--- config.mk ---
export PLATFORM = sky130hd
export DESIGN_NAME = lcw_ram
export DESIGN_NICKNAME = d
export VERILOG_FILES = /design/src/rtl/lcw_ram.sv
export SDC_FILE = /design/constraint.sdc
export NUM_CORES = 2
export LEC_CHECK = 0
export BUFFER_PORTS_ARGS = -buffer_cell sky130_fd_sc_hd__buf_2
export CAP_MARGIN = 20
export CELL_PAD_IN_SITES_DETAIL_PLACEMENT = 2
export CELL_PAD_IN_SITES_GLOBAL_PLACEMENT = 2
export CORE_AREA = 3 3 385 387
export DETAILED_ROUTE_END_ITERATION = 16
export DIE_AREA = 0 0 388 390
export GPL_ROUTABILITY_DRIVEN = 0
export HOLD_SLACK_MARGIN = 0.02
export PLACE_DENSITY_LB_ADDON = 0.08
export SLEW_MARGIN = 5
export SYNTH_ARGS = -nofsm -noshare
export SYNTH_HDL_FRONTEND = slang
export SYNTH_SLANG_ARGS = --single-unit
--- constraint.sdc ---
create_clock -name clk_i -period 5.9 [get_ports clk_i]
set_clock_uncertainty 0.2 [all_clocks]
set_input_delay 1.475 -clock clk_i [delete_from_list [all_inputs] [get_ports clk_i]]
set_output_delay 1.475 -clock clk_i [all_outputs]
set_load 0.03 [all_outputs]
--- src/rtl/lcw_ram.sv ---
// Generic single-write, single-read RAM with registered read data.
module lcw_ram #(
  parameter int unsigned WIDTH = 8,
  parameter int unsigned DEPTH = 256
) (
  input  logic                     clk_i,
  input  logic                     we_i,
  input  logic [$clog2(DEPTH)-1:0] waddr_i,
  input  logic [WIDTH-1:0]         wdata_i,
  input  logic                     re_i,
  input  logic [$clog2(DEPTH)-1:0] raddr_i,
  output logic [WIDTH-1:0]         rdata_o
);

  logic [WIDTH-1:0] mem [DEPTH];
  logic [WIDTH-1:0] rdata_q;

  always_ff @(posedge clk_i) begin
    if (we_i) begin
      mem[waddr_i] <= wdata_i;
    end
    if (re_i) begin
      rdata_q <= mem[raddr_i];
    end
  end

  assign rdata_o = rdata_q;

endmodule

==> results.json, run 1 <==
{
  "syn-num-nets": 3760,
  "ys_seq_elements": 2056,
  "ys_seq_area_frac": 0.775,
  "synth_top_cell_area_share": 0.775,
  "synthArstFlopShare": 0,
  "synth_area_leaders": "edfxtp_1 (78%), mux4_2 (13%), mux2i_1 (1.7%), nor2_1 (1.3%), a22oi_1 (1.3%)",
  "chipWidth_um": 388,
  "synthCells": 3733,
  "die_h_um": 390,
  "lastStage": "detailed placement (3_5_place_dp)",
  "status": "aborted with a tool error",
  "synth_area_mm2": 0.0796,
  "synth_edf_count": 2056,
  "dp_hpwl_um": 178000,
  "synth_top_cell_by_area": "edfxtp_1",
  "yosysWarnings": 0,
  "io_pins": 35,
  "placementRows": 140,
  "synth_flop_cell": "edfxtp_1",
  "error": "[ERROR DPL-0033] detailed placement checks failed during check placement.",
  "synth_cell_types": 54,
  "initial_core_util": 0.548,
  "syn_area_per_cell_um2": 21.3,
  "io_buffers": 34
}
## cell families after synthesis
family	share of synthesized area
compound gates	0.0342
mux	0.146
flops	0.775
buf+inv	0.0183
simple gates	0.0263
## cell usage after synthesis (all sizes together) (5+ instances only)
| cell type | instances |
|---|---|
| a221oi | 14 |
| a2111oi | 5 |
| nand3 | 34 |
| o22ai | 28 |
| o32ai | 5 |
| nor3 | 22 |
| a22o | 8 |
| mux2i | 134 |
| o221ai | 47 |
| clkbuf | 111 |
| o22a | 5 |
| nor2b | 31 |
| mux4 | 456 |
| nand4 | 10 |
| buf | 122 |
| nor4 | 27 |
| a22oi | 133 |
| nand2b | 8 |
| nor2 | 282 |
| o21ai | 12 |
| and2 | 6 |
| nand2 | 33 |
| a211oi | 16 |
| a21oi | 96 |
| o211ai | 10 |
| edfxtp | 2056 |
## metrics by stage
stage / cells / cell area [um^2]
floorplan: 3733 / 79600
global placement: 5593 / 82200
==> run 2: changes to the inputs <==
Settings changed: CELL_PAD_IN_SITES_DETAIL_PLACEMENT 2 to default, CELL_PAD_IN_SITES_GLOBAL_PLACEMENT 2 to default, CORE_AREA 3 3 385 387 to 3 3 451 453, DIE_AREA 0 0 388 390 to 0 0 454 456, HOLD_SLACK_MARGIN 0.02 to default, PLACE_DENSITY_LB_ADDON 0.08 to 0.15.
==> run 2 against run 1 <==
  * Area after synthesis did not move
  * Synthesized cell count did not move
  * The flow now finishes without violations
==> results.json, run 2 <==
{
  "largest_register_ffs": 2048,
  "synth_edf_count": 2056,
  "final_cell_mix": "edfxtp_1 (2,056), mux4_2 (454), nor2_1 (279)",
  "syn_area_per_cell_um2": 21.3,
  "powerDensity_mw_per_mm2": 338,
  "drt-pass1-iter-count": 5,
  "root_buffer": "clkbuf_16",
  "hold_violations": 0,
  "drv_slew": 0,
  "drt_iter0_drc": 4252,
  "synth_area_leaders": "edfxtp_1 (78%), mux4_2 (13%), mux2i_1 (1.7%), nor2_1 (1.3%), a22oi_1 (1.3%)",
  "synth_top_cell_area_share": 0.775,
  "postCtsSetupBuffers": 0,
  "holdBufCountCts": 0,
  "placementRows": 164,
  "yosysWarnings": 0,
  "clkTransAtPathRegs_ns": 0.06,
  "numCtsBuffers": 211,
  "final_common_cell": "edfxtp_1",
  "wl_per_cell_um": 31.2,
  "fmax_ghz": 0.220,
  "ys_seq_elements": 2056,
  "synthCells": 3733,
  "wl_um": 212000,
  "setup_tns_ns": 0,
  "yosysMostFrequentCell": "edfxtp_1",
  "antenna_found_initial": 16,
  "setup_viol": 0,
  "max_slew_margin": 0.239,
  "seq_area_mm2": 0.0617,
  "dp_hpwl_um": 133000,
  "path_class": "in2reg",
  "chipWidth_um": 454,
  "cts_tree": "built",
  "period_minus_slack_ns": 4.55,
  "r2r_slack_ns": 2.41,
  "synth_area_mm2": 0.0796,
  "htreeDepth": 4,
  "holdCritPathClass": "in2reg",
  "ir_drop_uv": 254,
  "cts_num_sinks": 2056,
  "synth_top_cell_by_area": "edfxtp_1",
  "grt_pass1_vias": 39676,
  "grt_max_degree": 137,
  "r2r_cells": 6,
  "fillers": 16783,
  "ant_nets": 0,
  "worst_pin_slew_ns": 1.14,
  "post_cts_resized": 0,
  "crit_start": "raddr_i[0]",
  "die_h_um": 456,
  "area_growth_pct": 13.7,
  "grt_pass1_wl_um": 303000,
  "cp-endpoint": "rdata_o[7]",
  "cts.path.max_buffers": 3,
  "grt_overflow": 0,
  "critPathRequiredTime_ns": 6.25,
  "period_share": 0.770,
  "core_area_mm2": 0.200,
  "ys_top_cells_by_count": "edfxtp_1 (2,056), mux4_2 (454), nor2_1 (282), mux2i_1 (134), a22oi_1 (133)",
  "io_pins": 35,
  "vias": 38812,
  "grtUsageTotal": 0.205,
  "vias_per_cell": 5.70,
  "final_nets": 4002,
  "r2r_start": "mem[82][3]",
  "worstSetupEndpointType": "flop",
  "status": "finished clean",
  "synth_cell_types": 54,
  "worstPathArrival_ns": 4.90,
  "synthArstFlopShare": 0,
  "placed_area_mm2": 0.0839,
  "ys_seq_area_frac": 0.775,
  "rsz0062_at_grt": "false",
  "multi_input_area_mm2": 0.0165,
  "largest-register": "mem",
  "drc": 0,
  "drive_gt1_frac": 0.251,
  "r2r-end": "rdata_o[3]",
  "path_max_fanout": 40,
  "die_area_mm2": 0.207,
  "drv_cap": 0,
  "cp-start-kind": "input port",
  "clk_latency_ns": 0.85,
  "p_leak_nw": 27.9,
  "io_buffers": 34,
  "syn-num-nets": 3760,
  "initial_core_util": 0.399,
  "synth_flop_cell": "edfxtp_1",
  "stdcell_area_mm2": 0.0905
}
## run 2: cells by family (layout without fill, tap and decap cells)
| kind of cell | count (synthesis) | after routing | synth area share |
|---|---|---|---|
| compound gates | 385 | 385 | 0.0342 |
| mux | 591 | 591 | 0.146 |
| other cells | 0 | 3 | 0 |
| flops | 2056 | 2056 | 0.775 |
| buf+inv | 235 | 652 | 0.0183 |
| simple gates | 466 | 466 | 0.0263 |
## run 2: area by class of cell
class,count,share of cell area
sequential,2056,0.682
multi-input combinational,1442,0.183
clock buffer,252,0.0610
tap,2656,0.0367
timing repair buffer,262,0.0249
clock inverter,136,0.0126
inverter,2,0.0000829
antenna,3,0.0000829
## run 2: worst max-delay path, stage by stage
cell     delay (ns)
buf_8          0.40
buf_12         0.29
buf_12         0.29
mux4_2         0.54
a22oi_1        0.43
a21oi_1        0.27
nor3_1         0.89
nor4_1         0.14
## run 2: worst min path at each step
stage	start	endpoint	slack (ns)	depth (start not counted)
after floorplan	mem[40][3]	rdata_o[3]	0.66	6
after global placement	mem[62][3]	rdata_o[3]	0.92	5
after detailed placement	mem[62][5]	rdata_o[5]	0.90	5
after CTS	re_i	rdata_o[7]	0.78	1
after global routing	re_i	rdata_o[7]	0.81	1
final	re_i	rdata_o[7]	0.86	1
## run 2: per-layer routing
metal  track usage  wire [um]  vias up
li1              -          -    16205
met1         0.294      92000    21020
met2         0.326     102000     1280
met3        0.0297      11900      307
met4        0.0601       6250        0
met5             0          0        -
## run 2: where the power goes
part	total [mW]	switching, mW	internal (mW)	leakage [nW]
clock	12.9	5.59	7.35	3.25
sequential	16.1	0.0201	16.1	18.5
combinational	1.53	1.01	0.521	6.20
total	30.6	6.63	24.0	27.9
## run 2: metrics by stage
stage                     setup WS (ns)   util  instances  hold WS [ns]  power (mW)
after floorplan                    2.15      -       3733         0.664        17.2
after detailed placement          0.376  0.420       6417         0.895        18.0
after global routing               1.29  0.453       6808         0.812        31.5
after CTS                          1.34  0.453       6805         0.783        30.9
final                              1.35  0.453       6809         0.860        30.6
after global placement            0.419  0.420       6415         0.925        18.0
Power figures use the tool's default switching activity.
