## src/rtl/lcw_pkg.sv

```systemverilog
// Shared types, constants and command codes of the LCW decompressor.
package lcw_pkg;

  // History holds 2^OUT_ADDR_BITS bytes; the write pointer needs one more bit.
  localparam int unsigned OUT_ADDR_BITS = 16;
  localparam int unsigned HIST_DEPTH    = 1 << OUT_ADDR_BITS;
  localparam int unsigned SRC_W         = (OUT_ADDR_BITS + 1 > 17) ? OUT_ADDR_BITS + 1 : 17;
  localparam int unsigned IN_W          = 8;
  localparam int unsigned OUT_W         = 32;

  typedef logic [OUT_ADDR_BITS-1:0] haddr_t;
  typedef logic [OUT_ADDR_BITS:0]   wptr_t;
  typedef logic [SRC_W-1:0]         src_t;

  localparam logic       OP_PUSH    = 1'b0;
  localparam logic       OP_ADVANCE = 1'b1;

  localparam logic [7:0] CMD_FILL   = 8'hFE;
  localparam logic [7:0] CMD_XCOPY  = 8'hFF;

  typedef enum logic [2:0] {
    ST_CMD,
    ST_REL,
    ST_LIT,
    ST_W1LO,
    ST_W1HI,
    ST_W2LO,
    ST_W2HI,
    ST_COLOR
  } parse_state_e;

  // Result of one request as decided by the parser; the byte of a copy
  // arrives from the history memory in the cycle after the request.
  typedef struct packed {
    logic       emit;
    logic       is_copy;
    logic [7:0] data;
    haddr_t     addr;
    logic       need;
    logic       done;
    logic       err;
  } lcw_res_t;

endpackage

```

## src/rtl/lcw_ctrl.sv

```systemverilog
// Command parser and run sequencer: holds all decoder state except the history.
module lcw_ctrl import lcw_pkg::*; (
  input  logic       clk_i,
  input  logic       rst_ni,
  input  logic       req_i,
  input  logic       op_i,
  input  logic [7:0] byte_i,
  output lcw_res_t   res_o,
  output logic       rd_en_o,
  output haddr_t     rd_addr_o
);

  parse_state_e st_q, st_d;
  wptr_t        wp_q, wp_d;
  logic [15:0]  run_q, run_d;
  src_t         src_q, src_d;
  logic [7:0]   cmd_q, cmd_d;
  logic [7:0]   wl_q, wl_d;
  logic [7:0]   fill_q, fill_d;
  logic         done_q, done_d;
  logic         err_q, err_d;

  logic         active;
  logic         pending;
  logic         take;
  logic         emit_req;
  logic         emit_ok;
  logic         copy_rd;
  logic [7:0]   val;
  logic [15:0]  word;
  logic [11:0]  rel_dist;

  assign active   = !done_q && !err_q;
  assign pending  = (st_q == ST_CMD) && (run_q != 16'd0);
  assign take     = req_i && active && (op_i == OP_PUSH) && !pending;
  assign word     = {byte_i, wl_q};
  assign rel_dist = {cmd_q[3:0], byte_i};

  // Next parse state.
  always_comb begin
    st_d = st_q;
    if (take) begin
      case (st_q)
        ST_CMD: begin
          if (!byte_i[7]) begin
            st_d = ST_REL;
          end else if (!byte_i[6]) begin
            // A literal of length zero is the end marker.
            st_d = (byte_i[5:0] == 6'd0) ? ST_CMD : ST_LIT;
          end else begin
            st_d = ST_W1LO;
          end
        end
        ST_REL:  st_d = ST_CMD;
        ST_LIT: begin
          if (!wp_q[OUT_ADDR_BITS] && run_q == 16'd1) begin
            st_d = ST_CMD;
          end
        end
        ST_W1LO: st_d = ST_W1HI;
        ST_W2LO: st_d = ST_W2HI;
        ST_W1HI: begin
          if (cmd_q == CMD_FILL) begin
            st_d = ST_COLOR;
          end else if (cmd_q == CMD_XCOPY) begin
            st_d = ST_W2LO;
          end else begin
            st_d = ST_CMD;
          end
        end
        ST_W2HI:  st_d = ST_CMD;
        ST_COLOR: st_d = ST_CMD;
        default:  st_d = ST_CMD;
      endcase
    end
  end

  // Datapath registers and the byte this request produces.
  always_comb begin
    wp_d     = wp_q;
    run_d    = run_q;
    src_d    = src_q;
    cmd_d    = cmd_q;
    wl_d     = wl_q;
    fill_d   = fill_q;
    done_d   = done_q;
    err_d    = err_q;
    emit_req = 1'b0;
    emit_ok  = 1'b0;
    copy_rd  = 1'b0;
    val      = 8'h00;
    if (req_i && active) begin
      if (op_i == OP_ADVANCE) begin
        if (!pending) begin
          err_d = 1'b1;
        end else if (cmd_q == CMD_FILL) begin
          emit_req = 1'b1;
          val      = fill_q;
        end else if (src_q >= src_t'(wp_q)) begin
          // Copy source not written yet.
          err_d = 1'b1;
        end else begin
          copy_rd  = 1'b1;
          emit_req = 1'b1;
          src_d    = src_q + 1'b1;
        end
      end else if (pending) begin
        err_d = 1'b1;
      end else begin
        case (st_q)
          ST_CMD: begin
            cmd_d = byte_i;
            if (byte_i[7] && !byte_i[6]) begin
              run_d = 16'(byte_i[5:0]);
              if (byte_i[5:0] == 6'd0) begin
                done_d = 1'b1;
              end
            end
          end
          ST_REL: begin
            if (src_t'(rel_dist) > src_t'(wp_q)) begin
              err_d = 1'b1;
            end else begin
              src_d = src_t'(wp_q) - src_t'(rel_dist);
              run_d = 16'(cmd_q[6:4]) + 16'd3;
            end
          end
          ST_LIT: begin
            emit_req = 1'b1;
            val      = byte_i;
          end
          ST_W1LO, ST_W2LO: wl_d = byte_i;
          ST_W1HI: begin
            if (cmd_q == CMD_FILL || cmd_q == CMD_XCOPY) begin
              run_d = word;
            end else begin
              src_d = src_t'(word);
              run_d = 16'(cmd_q[5:0]) + 16'd3;
            end
          end
          ST_W2HI:  src_d  = src_t'(word);
          ST_COLOR: fill_d = byte_i;
          default: ;
        endcase
      end
    end
    if (emit_req) begin
      if (wp_q[OUT_ADDR_BITS]) begin
        err_d = 1'b1;
      end else begin
        emit_ok = 1'b1;
        wp_d    = wp_q + 1'b1;
        if (run_q != 16'd0) begin
          run_d = run_q - 1'b1;
        end
      end
    end
  end

  // Result fields, seen after this request has taken effect.
  always_comb begin
    res_o.emit    = emit_ok;
    res_o.is_copy = copy_rd;
    res_o.data    = val;
    res_o.addr    = wp_q[OUT_ADDR_BITS-1:0];
    res_o.done    = done_d;
    res_o.err     = err_d;
    res_o.need    = !done_d && !err_d && !((st_d == ST_CMD) && (run_d != 16'd0));
  end

  assign rd_en_o   = copy_rd;
  assign rd_addr_o = src_q[OUT_ADDR_BITS-1:0];

  always_ff @(posedge clk_i or negedge rst_ni) begin
    if (!rst_ni) begin
      st_q   <= ST_CMD;
      wp_q   <= '0;
      run_q  <= '0;
      src_q  <= '0;
      cmd_q  <= '0;
      wl_q   <= '0;
      fill_q <= '0;
      done_q <= 1'b0;
      err_q  <= 1'b0;
    end else if (req_i) begin
      st_q   <= st_d;
      wp_q   <= wp_d;
      run_q  <= run_d;
      src_q  <= src_d;
      cmd_q  <= cmd_d;
      wl_q   <= wl_d;
      fill_q <= fill_d;
      done_q <= done_d;
      err_q  <= err_d;
    end
  end

endmodule
```

## config.mk

```make
export PLATFORM = sky130hd
export DESIGN_NAME = lcw_ctrl
export DESIGN_NICKNAME = d
export VERILOG_FILES = /design/src/rtl/lcw_pkg.sv /design/src/rtl/lcw_ctrl.sv
export SDC_FILE = /design/constraint.sdc
export NUM_CORES = 1
export LEC_CHECK = 0
export BUFFER_PORTS_ARGS = -buffer_cell sky130_fd_sc_hd__buf_2
export CAP_MARGIN = 20
export CORE_MARGIN = 8
export CORE_UTILIZATION = 45
export DETAILED_ROUTE_END_ITERATION = 10
export MAX_ROUTING_LAYER = met4
export PLACE_DENSITY = 0.73
export SYNTH_ARGS = -nofsm -noshare
export SYNTH_HDL_FRONTEND = slang
export SYNTH_SLANG_ARGS = --single-unit
```

## constraint.sdc

```tcl
create_clock -name clk_i -period 9.5 [get_ports clk_i]
set_input_delay 0.95 -clock clk_i [delete_from_list [all_inputs] [get_ports clk_i]]
set_output_delay 0.95 -clock clk_i [all_outputs]
set_load 0.005 [all_outputs]
```

==> flow_metrics.py <==
metrics = {
    "outcome": {
        "status": "completed",
    },
    "routing": {
        "viasPerCell": 6.11,
        "postRouteWirelength_um": 19100,
        "num_vias": 5840,
        "wl_per_cell_um": 20.0,
        "drc": 0,
        "drt_iter0_drc": 527,
        "ant_nets": 0,
        "drtPass1Iterations": 5,
    },
    "critical_path": {
        "r2r_cells": 12,
        "crit_type": "in -> out",
        "reg2reg_slack_ps": 5560,
        "cp.required_ps": 8550,
        "cp.arrival_ps": 4870,
        "end_kind": "output port",
        "startpoint_type": "input pin",
        "cp_max_fo": 16,
    },
    "power_and_ir_drop": {
        "leakage_nw": 3.01,
        "ir_drop_mv": 0.0996,
        "power_density_nw_per_um2": 220,
    },
    "final_layout": {
        "num-fill-cells": 1338,
        "final_nets": 822,
        "layout-drive-gt1-share": 0.134,
        "regArea_um2": 1980,
        "stdcell_area_um2": 6720,
        "multi_input_area_um2": 3710,
        "area_growth_pct": 8.13,
        "antenna_cells": 0,
        "utilization": 0.492,
    },
    "logic_synthesis": {
        "syn-cell-area_um2": 6220,
        "synth_warnings": 0,
        "synth-main-ff-cell": "dfrtp_1",
        "syn_nets": 807,
        "synthCells": 756,
        "synth_edf_count": 0,
        "syn-mean-instance-area_um2": 8.22,
        "ys_seq_elements": 79,
        "async_reset_ff_frac": 1.00,
        "ys_seq_area_frac": 0.318,
        "synth.distinct_cells": 71,
    },
    "floorplan": {
        "start_util": 0.455,
        "ios": 58,
        "fp.dieW_um": 134,
        "die_area_um2": 17800,
        "coreArea_um2": 13700,
        "dieHeight_um": 134,
        "rows": 43,
    },
    "place": {
        "gp_congestion": 0.980,
        "place_hpwl_um": 14500,
        "dpl_cell_area_um2": 6420,
        "io_buffers": 57,
    },
    "timing": {
        "timing.fmax_mhz": 172,
        "post-route-min-period_ps": 5820,
        "finalSetupTns_ps": 0,
        "rsz0062_at_grt": "no",
        "hold_viol_final": 0,
        "fin_skew_ps": 12.7,
        "setup_viol": 0,
        "worstMarginPinSlew_ps": 1170,
        "slew_violations": 0,
        "relSlewSlack": 0.203,
        "post-route-period-util": 0.613,
    },
    "flow_run": {
        "cap_viol_max_count": 0,
    },
    "clocking": {
        "clk_latency_ps": 350,
        "cts-hold-fix-buffers": 0,
        "cts_buffers": 9,
        "h-tree-depth": 3,
        "cts_buffer_depth": 2,
        "cts.sinks": 79,
        "post_cts_buffers": 0,
        "root_buffer": "clkbuf_16",
        "path_clk_slew_ps": 50,
        "cts_resized": 0,
        "cts_tree": "done",
    },
    "global_route": {
        "gr-max-usage-layer": "met2",
        "use_met2": 0.323,
        "grt_pass1_wl_um": 30700,
        "grt.total_usage": 0.223,
        "grt_max_degree": 61,
        "grt_pass1_vias": 5553,
        "grtUsageMet1": 0.298,
        "grt-ovfl-total": 0,
        "grt_antenna_before_repair": 0,
        "globalRouteMet3Util": 0.0373,
    },
    "min_path": {
        "hold_class": "in -> async",
    },
}
## layer usage
layer,part of all wire,vias up
met2,0.44,272
met1,0.45,2791
met5,0,-
met4,0.030,0
met3,0.086,37
li1,-,2740
## through the flow
step	instances	setup slack [ps]	power [W]	hold slack (ps)
after floorplan	756	4620	0.000924	450
after global placement	940	3830	0.00111	471
after detailed placement	940	3720	0.00111	477
after CTS	956	3720	0.00147	483
after global routing	956	3520	0.00157	499
final	956	3680	0.00148	481
## cell usage after synthesis (all sizes together), types with 5 or more instances
cell type,instances,share of area
a21o,7,0.0085
clkbuf,20,0.012
xnor2,30,0.042
nor2b,7,0.0070
buf,39,0.046
nor3,16,0.014
nor3b,5,0.0068
dfrtp,79,0.32
or4,9,0.011
o21ai,61,0.049
o21a,6,0.0072
o31ai,8,0.010
a211oi,7,0.0085
nor4,8,0.015
nor2,64,0.039
and3,15,0.015
o22ai,19,0.019
a21oi,54,0.044
nand3,36,0.029
and2,6,0.0060
ha,38,0.076
o211ai,6,0.0072
nand4,8,0.010
inv,48,0.029
nand2,68,0.042
or3,6,0.0060
mux2,5,0.0091
or2,5,0.0050
nand2b,10,0.010
a221o,5,0.0081
## cell usage in the layout (no fill, tap or decap), types with 10 or more instances in the layout
| cell type | n |
|---|---|
| o22ai_1 | 19 |
| nor2_1 | 64 |
| o21ai_0 | 60 |
| buf_2 | 56 |
| nor3_1 | 15 |
| nand3_1 | 36 |
| ha_1 | 38 |
| nand2_1 | 67 |
| inv_1 | 45 |
| and3_1 | 15 |
| nand2b_1 | 10 |
| xnor2_1 | 30 |
| dfrtp_1 | 79 |
| a21oi_1 | 53 |
## state kept, by name, indices dropped and copies added, names as in the netlist
| register | flops |
|---|---|
| err_q | 1 |
| cmd_q | 8 |
| st_q | 3 |
| wp_q | 17 |
| wl_q | 8 |
| done_q | 1 |
| fill_q | 8 |
| src_q | 17 |
| run_q | 16 |
## worst paths after layout
kind                            from        end
max                            req_i   res_o[2]
min                           rst_ni  run_q[10]
max reg2reg                  wp_q[2]  src_q[11]
min reg2reg                fill_q[3]  fill_q[3]
max in group asynchronous     rst_ni   wp_q[13]
min in group clk_i         fill_q[3]  fill_q[3]
## report_power, final
| group | internal [W] | total, W | switching (W) |
|---|---|---|---|
| combinational | 0.000231 | 0.000589 | 0.000358 |
| clock | 0.000211 | 0.000355 | 0.000144 |
| sequential | 0.000410 | 0.000536 | 0.000126 |
## area by class of cell
class,instances,area share
timing repair buffer,63,0.0495
clock inverter,5,0.00838
sequential,79,0.294
inverter,48,0.0268
multi-input combinational,570,0.552
tap,180,0.0335
clock buffer,11,0.0361
## worst max-delay path, stage by stage
cell and delay (ps):
buf_2 90, nor3b_1 470, and2_1 430, and3_1 260, o211a_1 180, a21oi_2 100, inv_2 310, a21oi_1 300
a221o_1 430, or4_1 390, or4_1 550, o31ai_1 250, buf_2 150
## cell families after synthesis
kind of cell | synth area share
AO/OA/AOI/OAI | 0.223
XOR/XNOR | 0.0479
adder cells (fa/ha/maj) | 0.0797
buffers and inverters | 0.0868
flip-flops | 0.318
multiplexers | 0.0155
AND/OR/NAND/NOR | 0.229
(Power assumes the default switching activity.)
